File: config.mk
export PLATFORM = sky130hd
export DESIGN_NAME = ish_ctrl
export DESIGN_NICKNAME = d
export VERILOG_FILES = /design/src/design/ish_pkg.sv /design/src/design/ish_ctrl.sv
export SDC_FILE = /design/constraint.sdc
export NUM_CORES = 1
export LEC_CHECK = 0
export BUFFER_PORTS_ARGS = -buffer_cell sky130_fd_sc_hd__buf_4
export CORE_AREA = 2 2 39 41
export CTS_BUF_LIST = sky130_fd_sc_hd__clkbuf_4 sky130_fd_sc_hd__clkbuf_8
export CTS_CLUSTER_DIAMETER = 30
export DETAILED_ROUTE_END_ITERATION = 10
export DIE_AREA = 0 0 41 43
export PLACE_DENSITY = 0.57
export SYNTH_ARGS = -nofsm -noshare
export SYNTH_HDL_FRONTEND = slang
export SYNTH_SLANG_ARGS = --single-unit
export TNS_END_PERCENT = 1
File: constraint.sdc
create_clock -name clk -period 1.7 [get_ports clk]
set_clock_uncertainty 0.2 [all_clocks]
set_input_delay 0.255 -clock clk [delete_from_list [all_inputs] [get_ports clk]]
set_output_delay 0.255 -clock clk [all_outputs]
set_load 0.02 [all_outputs]
File: src/design/ish_pkg.sv
package ish_pkg;

  // Default histogram shape
  localparam int unsigned BIN_WIDTH_DEF = 100;
  localparam int unsigned TOP_BIN_DEF   = 150;

  // Fixed field widths
  localparam int SIZE_W  = 32;
  localparam int BIN_W   = 8;
  localparam int COUNT_W = 32;

  // Item kinds
  localparam logic KIND_RECORD = 1'b0;
  localparam logic KIND_READ   = 1'b1;

  // Commands from the controller to the datapath
  typedef struct packed {
    logic take;      // latch the incoming item
    logic prep;      // form magnitude, test clamp, multiply by the reciprocal
    logic div_step;  // take the bin index from the reciprocal product
    logic fetch;     // read the addressed bin
    logic finish;    // update store and load the result register
  } cmd_t;

  // Status from the datapath to the controller
  typedef struct packed {
    logic is_read;
    logic pass;
    logic clamp;
  } status_t;

  function automatic logic [COUNT_W-1:0] sat_inc(input logic [COUNT_W-1:0] v);
    return (&v) ? v : v + 1'b1;
  endfunction

endpackage

File: src/design/ish_ctrl.sv
module ish_ctrl (
  input  logic              clk,
  input  logic              rst,
  input  logic              in_valid,
  output logic              in_stall,
  output logic              out_valid,
  input  logic              out_stall,
  output ish_pkg::cmd_t     cmd,
  input  ish_pkg::status_t  sts
);

  typedef enum logic [4:0] {
    S_IDLE   = 5'b00001,
    S_PREP   = 5'b00010,
    S_DIV    = 5'b00100,
    S_FETCH  = 5'b01000,
    S_FINISH = 5'b10000
  } state_t;

  state_t state, state_next;
  logic   ovld, ovld_next;
  logic   out_free;

  assign out_free  = !ovld || !out_stall;
  assign in_stall  = (state != S_IDLE);
  assign out_valid = ovld;

  always_comb begin
    state_next = state;
    cmd        = '0;
    case (state)
      S_IDLE: begin
        cmd.take = in_valid;
        if (in_valid) state_next = S_PREP;
      end
      S_PREP: begin
        cmd.prep = 1'b1;
        if (sts.is_read)    state_next = S_FETCH;
        else if (!sts.pass) state_next = S_FINISH;
        else if (sts.clamp) state_next = S_FETCH;
        else                state_next = S_DIV;
      end
      S_DIV: begin
        cmd.div_step = 1'b1;
        state_next   = S_FETCH;
      end
      S_FETCH: begin
        cmd.fetch  = 1'b1;
        state_next = S_FINISH;
      end
      S_FINISH: begin
        // hold until the result register is free
        if (out_free) begin
          cmd.finish = 1'b1;
          state_next = S_IDLE;
        end
      end
      default: state_next = S_IDLE;
    endcase
  end

  always_comb begin
    ovld_next = ovld;
    if (cmd.finish)      ovld_next = 1'b1;
    else if (!out_stall) ovld_next = 1'b0;
  end

  always_ff @(posedge clk) begin
    if (rst) begin
      state <= S_IDLE;
      ovld  <= 1'b0;
    end else begin
      state <= state_next;
      ovld  <= ovld_next;
    end
  end

endmodule

==> Word level (Yosys, flattened, before mapping) <==
Index checks and enable logic that the tools add are counted.
{ "totals": {"regBits": 6, "in_bits": 7, "out_inout_bits": 7, "word_cells": 29} }
{ "op_classes": {"eq_ne": 9, "muxes": 14, "n_reduce_logical": 4} }
{ "ops": {"columns": ["op", "n"], "rows": [
  ["one-hot mux 5 bit (5 select lines)", 1],
  ["2-to-1 mux 5 bit", 4],
  ["2-to-1 mux 1 bit", 8],
  ["equality test 5 x 1 -> 1 bit, second input constant", 1],
  ["equality test 5 x 2 -> 1 bit, second input constant", 1],
  ["equality test 5 x 3 -> 1 bit, second input constant", 1],
  ["equality test 5 x 4 -> 1 bit, second input constant", 1],
  ["equality test 5 bit, second input constant", 1],
  ["!= test 5 x 1 -> 1 bit, second input constant", 1],
  ["2-to-1 mux 4 bit", 1],
  ["!= test 2 bit, second input constant", 2],
  ["logical NOT 1 bit", 2],
  ["!= test 2 x 1 -> 1 bit, second input constant", 1],
  ["AND reduction 2 bit", 1],
  ["logical OR 1 bit", 1]
]} }

==> Depth between registers and ports, before layout <==
Gate-level depths: netlist of run 1.
{ "depth": {"depth_word": 5, "mapped_depth": 4, "depth_no_buf": 4} }

==> Worst setup path before layout of run 1 <==
No wires, ideal clock.
{ "synth_path": {"kind": "register to output", "start": "register state[4]", "end": "output cmd[4] (netlist name)", "arrival_time_ns": 1.094, "required_time_ns": 1.245, "path_slack_ns": 0.151, "path_stages_with_launch": 4, "path_buffers": 0, "cell_sequence": "dfxtp_1 -> nor3_2 -> nand3b_2 -> nor2_1"} }
{ "synth_rtl": {"columns": ["item", "line", "source"], "rows": [
  ["start: declaration", "ish_ctrl.sv:20", "state_t state, state_next;"],
  ["start signal: assignment", "ish_ctrl.sv:73", "state <= state_next;"],
  ["end: declaration", "ish_ctrl.sv:8", "output ish_pkg::cmd_t cmd,"]
]} }

==> run_results.csv, run 1 <==
group,metric,value,unit
min_path,hold_path_end,"state[1]",
min_path,worstHoldPathType,"input pin to register",
sta,finalHoldViolCount,0,
setup_path,critical_path_start_type,"register",
setup_path,reg2reg_setup_slack,0.18,ns
power,power.internal,274.7,µW
die,placeableCoreArea,1384,µm²
sta,fin_worst_hold_slack,0.004493,ns
route,routedWlPerCell,10.58,µm
route,via_per_inst,4.757,
finish,stdcell_count,74,
sta,slew_violations,0,
setup_path,critical_path.slowest_cell,"sky130_fd_sc_hd__dfxtp_4",
synth,synth_seq_area_share,38.10,%
die,initial_utilization,22.78,%
finish,final.fill_count,146,
setup_path,rr_endpoint,"state[0]",
synth,fraction_of_synthesized_cell_area_in_xor_and_xnor_cells,0,%
clock_network,max-clock-path-buffers,2,
synth,synthMuxAreaShare,0,%
finish,layout.cells.most_common,"sky130_fd_sc_hd__buf_4",
clock_network,cts.sink_count,6,
clock_network,clk_latency,0.25,ns
synth,combinational_family_with_the_most_area_after_synthesis,"simple AND/OR/NAND/NOR gates",
die,placement_rows,14,
run,drv.max_cap_violation_count,0,
min_path,hp-start,"rst",
sta,worstMarginPinSlew,0.2371,ns
setup_path,setup.worst_path.end_class,"output port",
outcome,status,"finished, final reports clean",
sta,tcrit_tclk_final,98.66,%
synth,synth.largest_area_cell,"sky130_fd_sc_hd__dfxtp_1",
power,worst_supply_voltage_drop_on_vdd,0.2963,mV
die,die-height,43,µm
setup_path,crit_cells,4,
die,die_footprint,1763,µm²
sta,setup_violations,0,
clock_network,h-tree-depth,1,
finish,drive_above_1_share,55.17,%
setup_path,max_stage_delay,0.36,ns
power,power.combinational.fraction,23.1,%
finish,diodes,0,
synth,yosysWarnings,0,
synth,synth-compound-area-share,16.27,%
sta,max_freq,596.2,MHz
route,drc,0,
power,power_frac_clock,35.1,%
synth,postSynthRegisterBits,6,
placement,port_buffers,13,
setup_path,cp_data_arrival_time,1.22,ns
grt,grt.overflow.total,0,
placement,routabilityCongestion,0.8037,
route,ant_nets,0,
route,vias,352,
power,seqPwrFrac,41.7,%
clock_network,clock_transition_at_the_registers_of_the_reported_paths,0.05,ns
grt,grt_antenna_before_repair,0,
power,switchingPower,101.7,µW
sta,slew_headroom,84.17,%
synth,synthSimpleGateAreaFrac,38.49,%
sta,timing.final.crit_period,1.677,ns
route,drt_first_pass_iters,4,
synth,synth_top_cell_area_share,38.10,%
clock_network,cts_made_buffers,3,
sta,setup_repair_after_global_routing_missed_its_margin,"yes",
grt,grt_pass1_wl,1248,µm
synth,syn_nets,44,
setup_path,worst-r2r-cell-count,5,
setup_path,crit_path_cell_trace,"nor3_4, nand3b_4, a21oi_2, buf_4",
setup_path,cp_max_fo,5,
route,drt-total-wl,783,µm
power,post-layout-total-power,376.4,µW
grt,grt_pass1_vias,331,
synth,post_synth_main_area_contributors,"sky130_fd_sc_hd__dfxtp_1, sky130_fd_sc_hd__nand3b_2, sky130_fd_sc_hd__a21oi_1",
die,dieWidth,41,µm
placement,hpwl,581.1,µm
min_path,whs_path_depth,2,
power,total_leakage_power,0.2728,nW
power,cellPowerDensity,704.6,nW/µm²
setup_path,worstPathRequired,1.24,ns
clock_network,cts_tree,"built",
synth,netlist_instances,37,
synth,synth_cell_type_count,18,
setup_path,crit_type,"register to output port",
grt,track_usage,10.56,%
synth,synth_adder_area_share,0,%
synth,mappedNetlistArea,315.3,µm²
placement,placed_cells_incl_taps,65,
power,swShare,27.02,%
setup_path,critical_path.reg2reg.startpoint,"state[0]",
finish,final_nets,67,
finish,flow.area_growth_from_synthesis,69.44,%
grt,grt_max_degree,6,
die,io-pin-count,14,
setup_path,crit_start,"state[0]",
setup_path,critical_path_buf_inv_count,1,
route,initial_drt_markers,5,
clock_network,cts_root_buffer,"sky130_fd_sc_hd__clkbuf_4",
setup_path,critPathTopFamily,"flip-flops",
synth,avgSynthCellArea,8.522,µm²
## cell type report
type	count	area, µm²	area share [%]
well taps	16	20.02	3.747
multi-input cells	26	203.9	38.17
inverters	4	15.01	2.810
flip-flops and latches	6	127.6	23.89
repair buffers	19	145.1	27.17
clock buffers	3	22.52	4.215
## registers in the layout (all words and copies together), names as in the netlist
name,flops
state,5
out_valid,1
## what timing repair did
| item | CTS | global route |
|---|---|---|
| gates resized for setup | 2 | 9 |
| pin swaps | 4 | 4 |
| endpoints found under the hold margin | 1 | 0 |
| hold buffers | 1 | 0 |
| setup endpoints to repair | 3 | 5 |
| buffers inserted | 1 | 4 |
## power groups by stage
stage	Clock, mW	Sequential, mW	Combinational [mW]
2_1_floorplan	0	0.155	0.0413
3_3_place_gp	0	0.157	0.0720
3_5_place_dp	0	0.157	0.0720
4_1_cts	0.135	0.154	0.0755
5_1_grt	0.144	0.158	0.0936
6_report	0.132	0.157	0.0870
## metrics by stage
step	utilization (%)	worst slack, ns	setup TNS [ns]	cell area, µm²
after floorplan	-	0.1505	0	315.3
after global placement	30.74	0.2555	0	425.4
after detailed placement	30.74	0.2394	0	425.4
after CTS	34.54	-0.02385	-0.05281	478.0
after global routing	38.61	-0.03459	-0.08508	534.3
final	38.61	0.02285	0	534.3
## logic make-up (layout without fill, tap and decap cells)
group / after synthesis / in the layout
DFF: 6 / 6
AOI/OAI and AO/OA: 8 / 8
buffers and inverters: 5 / 26
and+or+nand+nor: 18 / 18
## layer usage
metal  track usage, %  routed length, µm
met5                0                  0
met2            17.19                410
met1            10.36                331
met4            8.000                 16
met3            3.141                 25
## cells in the mapped netlist
cell,n
sky130_fd_sc_hd__dfxtp_1,6
sky130_fd_sc_hd__nor4_1,2
sky130_fd_sc_hd__nand2b_1,1
sky130_fd_sc_hd__nand3b_1,2
sky130_fd_sc_hd__a21oi_1,4
sky130_fd_sc_hd__and4_1,1
sky130_fd_sc_hd__o32a_1,1
sky130_fd_sc_hd__nor3b_1,1
sky130_fd_sc_hd__o21a_1,1
sky130_fd_sc_hd__o31a_1,1
sky130_fd_sc_hd__nor2_1,3
sky130_fd_sc_hd__o21ai_1,1
sky130_fd_sc_hd__nand3b_2,2
sky130_fd_sc_hd__nor3_1,2
sky130_fd_sc_hd__buf_4,1
sky130_fd_sc_hd__nor3_2,2
sky130_fd_sc_hd__inv_1,4
sky130_fd_sc_hd__nand2_1,2
## worst max path at each step
stage	to	slack, ns
detailed placement	cmd[0]	0.24
global route	cmd[0]	-0.03
finish	cmd[0]	0.02
global placement	cmd[4]	0.26
floorplan	cmd[4]	0.15
CTS	cmd[3]	-0.02
(Power assumes the default switching activity.)
==> run 2: changes to the inputs <==
--- a/config.mk
+++ b/config.mk
@@ -7,3 +7,3 @@
 export LEC_CHECK = 0
-export BUFFER_PORTS_ARGS = -buffer_cell sky130_fd_sc_hd__buf_4
+export BUFFER_PORTS_ARGS = -buffer_cell sky130_fd_sc_hd__buf_2
 export CORE_AREA = 2 2 39 41
--- a/constraint.sdc
+++ b/constraint.sdc
@@ -4,2 +4,2 @@
 set_output_delay 0.255 -clock clk [all_outputs]
-set_load 0.02 [all_outputs]
+set_load 0.05 [all_outputs]
==> run_results.csv, run 2 (synthesis results as in run 1) <==
group,metric,value,unit
outcome,status,"finished, violations left",
outcome,violations,"negative setup slack",
finish,layout.cells.most_common,"sky130_fd_sc_hd__buf_2",
setup_path,setup.worst_path.end_class,"output port",
finish,final_util,38.07,%
die,placement_rows,14,
power,power.internal,267.5,µW
finish,multi_input_comb_area,220.2,µm²
sta,timing.final.crit_period,1.728,ns
sta,slew_headroom,80.97,%
sta,fin_worst_hold_slack,0.02855,ns
power,power.combinational.fraction,26.1,%
power,worst_supply_voltage_drop_on_vdd,0.3054,mV
setup_path,critical_path_start_type,"register",
sta,setup_violations,3,
route,vias,340,
sta,tcrit_tclk_final,101.6,%
finish,regMostFlops,"state",
sta,max_freq,578.7,MHz
route,ant_nets,0,
power,seqPwrFrac,40.1,%
grt,grt_pass1_wl,1476,µm
clock_network,h-tree-depth,1,
power,switchingPower,126.6,µW
sta,worstMarginPinSlew,0.2850,ns
route,routedWlPerCell,11.42,µm
sta,slew_violations,0,
die,die_footprint,1763,µm²
clock_network,cts_tree,"built",
sta,finalHoldViolCount,0,
setup_path,worstPathRequired,1.24,ns
finish,final.fill_count,148,
route,drt_first_pass_iters,3,
route,drt-total-wl,811,µm
die,io-pin-count,14,
grt,grt_antenna_before_repair,0,
clock_network,clock_transition_at_the_registers_of_the_reported_paths,0.05,ns
power,post-layout-total-power,394.1,µW
sta,setup_repair_after_global_routing_missed_its_margin,"yes",
setup_path,crit_type,"register to output port",
clock_network,cts_root_buffer,"sky130_fd_sc_hd__clkbuf_4",
route,initial_drt_markers,8,
finish,diodes,0,
setup_path,cp_data_arrival_time,1.27,ns
finish,final_cell_area,526.8,µm²
grt,grt_pass1_vias,378,
finish,drive_above_1_share,54.55,%
finish,largest_register_ffs,5,
finish,flow.area_growth_from_synthesis,67.06,%
grt,track_usage,12.98,%
die,dieWidth,41,µm
placement,port_buffers,13,
route,drc,0,
min_path,worstHoldPathType,"input pin to register",
clock_network,cts.sink_count,6,
die,initial_utilization,22.78,%
power,cellPowerDensity,748.2,nW/µm²
grt,grt.overflow.total,0,
die,die-height,43,µm
sta,setup_tns_final,-0.05576,ns
finish,sequential_cell_area,127.6,µm²
clock_network,cts_made_buffers,3,
route,via_per_inst,4.789,
finish,layout_common_cells,"sky130_fd_sc_hd__buf_2, sky130_fd_sc_hd__buf_6",
placement,routabilityCongestion,0.8010,
clock_network,max-clock-path-buffers,2,
clock_network,clk_latency,0.25,ns
power,swShare,32.13,%
grt,grt_max_degree,6,
power,total_leakage_power,0.2616,nW
die,placeableCoreArea,1384,µm²
run,drv.max_cap_violation_count,0,
sta,post-route-worst-setup-slack,-0.02799,ns
setup_path,cp_max_fo,4,
finish,final_nets,64,
placement,detailed_place.area,416.7,µm²
power,power_frac_clock,33.9,%
## run 2: changes by cell type in the layout (fill, tap and decap cells not counted), sizes merged
cell  delta
buf      -3
## run 2: metrics by stage
step	setup slack, ns	std cells
detailed placement	0.07702	66
global route	-0.09009	71
global placement	0.1202	66
floorplan	0.04370	37
CTS	-0.02507	71
finish	-0.02799	71
## run 2: cell type report
| class | instances | share of cell area [%] |
|---|---|---|
| inverter | 4 | 2.850 |
| sequential | 6 | 24.23 |
| multi-input combinational | 26 | 41.81 |
| tap | 16 | 3.800 |
| clock buffer | 3 | 4.276 |
| timing repair buffer | 16 | 23.04 |
## run 2: worst paths after layout
kind	slack, ns	startpoint	end	cells after the start
worst max-delay path	-0.03	state[4]	cmd[1]	4
worst max register to register	0.20	state[3]	state[0]	5
worst min-delay path	0.03	rst	state[3]	2
worst min register to register	0.36	out_valid	out_valid	2
## run 2: worst max-delay path, stage by stage, from the launching register on
cell and delay [ns]:
sky130_fd_sc_hd__dfxtp_2 0.36, sky130_fd_sc_hd__nor3_4 0.28, sky130_fd_sc_hd__nand3b_1 0.15, sky130_fd_sc_hd__inv_2 0.09, sky130_fd_sc_hd__buf_6 0.15
## run 2: power groups by stage
stage	logic [mW]	clock network [mW]	registers [mW]
2_1_floorplan	0.0679	0	0.156
3_3_place_gp	0.0895	0	0.158
3_5_place_dp	0.0912	0	0.157
4_1_cts	0.104	0.139	0.158
5_1_grt	0.111	0.147	0.159
6_report	0.103	0.133	0.158
## run 2: what timing repair did
| item | 4_1_cts | 5_1_grt |
|---|---|---|
| hold buffers | 1 | 0 |
| endpoints found under the setup margin | 6 | 6 |
| hold endpoints to repair | 1 | 0 |
| setup buffers | 1 | 0 |
| pin swaps | 5 | 3 |
| gates resized for setup | 20 | 1 |
## run 2: layer usage
metal  GRT usage, %  part of all wire, %  routed length (µm)
met5              0                    0                   0
met4          12.00                  2.6                  21
met3          3.141                  2.5                  20
met2          20.63                   58                 470
met1          12.62                   37                 298
==> run 3: changes to the inputs <==
TNS_END_PERCENT = 100   (was 1)
==> run_results.csv, run 3 (synthesis results as in run 1) <==
group,metric,value,unit
route,routedWlPerCell,11.81,µm
finish,largest_register_ffs,5,
grt,grt_pass1_wl,1455,µm
sta,post-route-worst-setup-slack,-0.02031,ns
clock_network,max-clock-path-buffers,2,
sta,timing.final.crit_period,1.720,ns
finish,drive_above_1_share,57.63,%
sta,tcrit_tclk_final,101.2,%
setup_path,setup.worst_path.end_class,"output port",
clock_network,clk_latency,0.25,ns
setup_path,worstPathRequired,1.24,ns
placement,routabilityCongestion,0.8010,
route,drc,0,
finish,flow.area_growth_from_synthesis,79.76,%
power,worst_supply_voltage_drop_on_vdd,0.3113,mV
power,total_leakage_power,0.2823,nW
setup_path,cp_data_arrival_time,1.27,ns
route,vias,358,
route,ant_nets,0,
sta,setup_tns_final,-0.03746,ns
route,drt-total-wl,886,µm
clock_network,cts_root_buffer,"sky130_fd_sc_hd__clkbuf_4",
die,dieWidth,41,µm
grt,grt_antenna_before_repair,0,
grt,grt_max_degree,6,
die,die-height,43,µm
finish,final.fill_count,143,
sta,slew_violations,0,
finish,layout.cells.most_common,"sky130_fd_sc_hd__buf_2",
setup_path,critPathTopFamily,"simple AND/OR/NAND/NOR gates",
finish,stdcell_count,75,
grt,track_usage,12.78,%
finish,final_nets,68,
clock_network,cts_tree,"built",
die,placeableCoreArea,1384,µm²
setup_path,crit_type,"register to output port",
sta,setup_violations,2,
route,via_per_inst,4.773,
setup_path,crit_path_cell_trace,"nor3_4, nand3b_1, inv_2, buf_8",
clock_network,clock_transition_at_the_registers_of_the_reported_paths,0.04,ns
outcome,violations,"negative setup slack",
die,io-pin-count,14,
min_path,worstHoldPathType,"input pin to register",
route,drt_first_pass_iters,4,
die,die_footprint,1763,µm²
sta,worstMarginPinSlew,0.2864,ns
grt,grt_pass1_vias,366,
placement,port_buffers,13,
die,placement_rows,14,
clock_network,h-tree-depth,1,
setup_path,critical_path.slowest_cell,"sky130_fd_sc_hd__dfxtp_4",
setup_path,critical_path_start_type,"register",
grt,grt.overflow.total,0,
sta,slew_headroom,80.88,%
finish,layout_common_cells,"sky130_fd_sc_hd__buf_2, sky130_fd_sc_hd__buf_4",
finish,diodes,0,
die,initial_utilization,22.78,%
sta,finalHoldViolCount,0,
clock_network,cts_made_buffers,3,
setup_path,max_stage_delay,0.35,ns
power,cellPowerDensity,704.3,nW/µm²
placement,placed_cells_incl_taps,66,
sta,max_freq,581.3,MHz
clock_network,cts.sink_count,6,
route,initial_drt_markers,7,
finish,regMostFlops,"state",
sta,setup_repair_after_global_routing_missed_its_margin,"yes",
outcome,status,"finished, violations left",
run,drv.max_cap_violation_count,0,
setup_path,critical_path_buf_inv_count,2,
setup_path,cp_max_fo,3,
==> run 3: changes by cell type in the layout (fill, tap and decap cells not counted) <==
cell                      previous run  this run
sky130_fd_sc_hd__dfxtp_4             1         2
sky130_fd_sc_hd__dfxtp_2             3         2
sky130_fd_sc_hd__buf_8               0         2
sky130_fd_sc_hd__buf_6               5         3
sky130_fd_sc_hd__buf_4               2         6
==> run 3: metal layers <==
metal | routed length [µm] | track usage [%]
met1 | 310 | 12.30
met4 | 20 | 12.00
met3 | 32 | 3.665
met5 | 0 | 0
met2 | 523 | 20.00
==> run 3: path summary, 6_finish.rpt <==
| kind | from | endpoint | slack (ns) | depth (start not counted) |
|---|---|---|---|---|
| setup / recovery | state[4] | cmd[1] | -0.02 | 4 |
| hold reg to reg | out_valid | out_valid | 0.36 | 2 |
| setup reg to reg | state[1] | state[0] | 0.11 | 5 |
| hold / removal | rst | state[1] | 0.03 | 2 |
==> run 3: through the flow <==
step	util [%]	setup slack, ns	total power, mW	hold slack [ns]	cell area (µm²)
after floorplan	-	0.04370	0.2238	0.1241	331.6
after global placement	30.11	0.1202	0.2472	0.2550	416.7
after detailed placement	30.11	0.07702	0.2483	0.2645	416.7
after CTS	38.34	-0.02507	0.4009	0.02434	530.5
after global routing	40.96	-0.07920	0.4221	0.03538	566.8
final	40.96	-0.02031	0.3992	0.02896	566.8
==> run 3: layout make-up <==
cell class	instances	area [µm²]	area share, %
Clock buffer	3	22.52	3.974
Tap cell	16	20.02	3.532
Multi-Input combinational cell	26	220.2	38.85
Timing Repair Buffer	20	158.9	28.04
Inverter	4	15.01	2.649
Sequential cell	6	130.1	22.96
==> run 3: repair_timing <==
| item | in CTS | in global routing |
|---|---|---|
| hold endpoints to repair | 1 | 0 |
| gates resized for setup | 22 | 2 |
| pin swaps | 5 | 6 |
| hold buffers | 1 | 0 |
| setup buffers | 1 | 4 |
| setup endpoints to repair | 6 | 6 |
| cloned | 0 | 0 |
==> run 3: power by group <==
part,internal [mW],leakage (nW),switching (mW)
registers,0.145,0.0513,0.0113
logic,0.0456,0.217,0.0635
clock network,0.0800,0.0138,0.0537
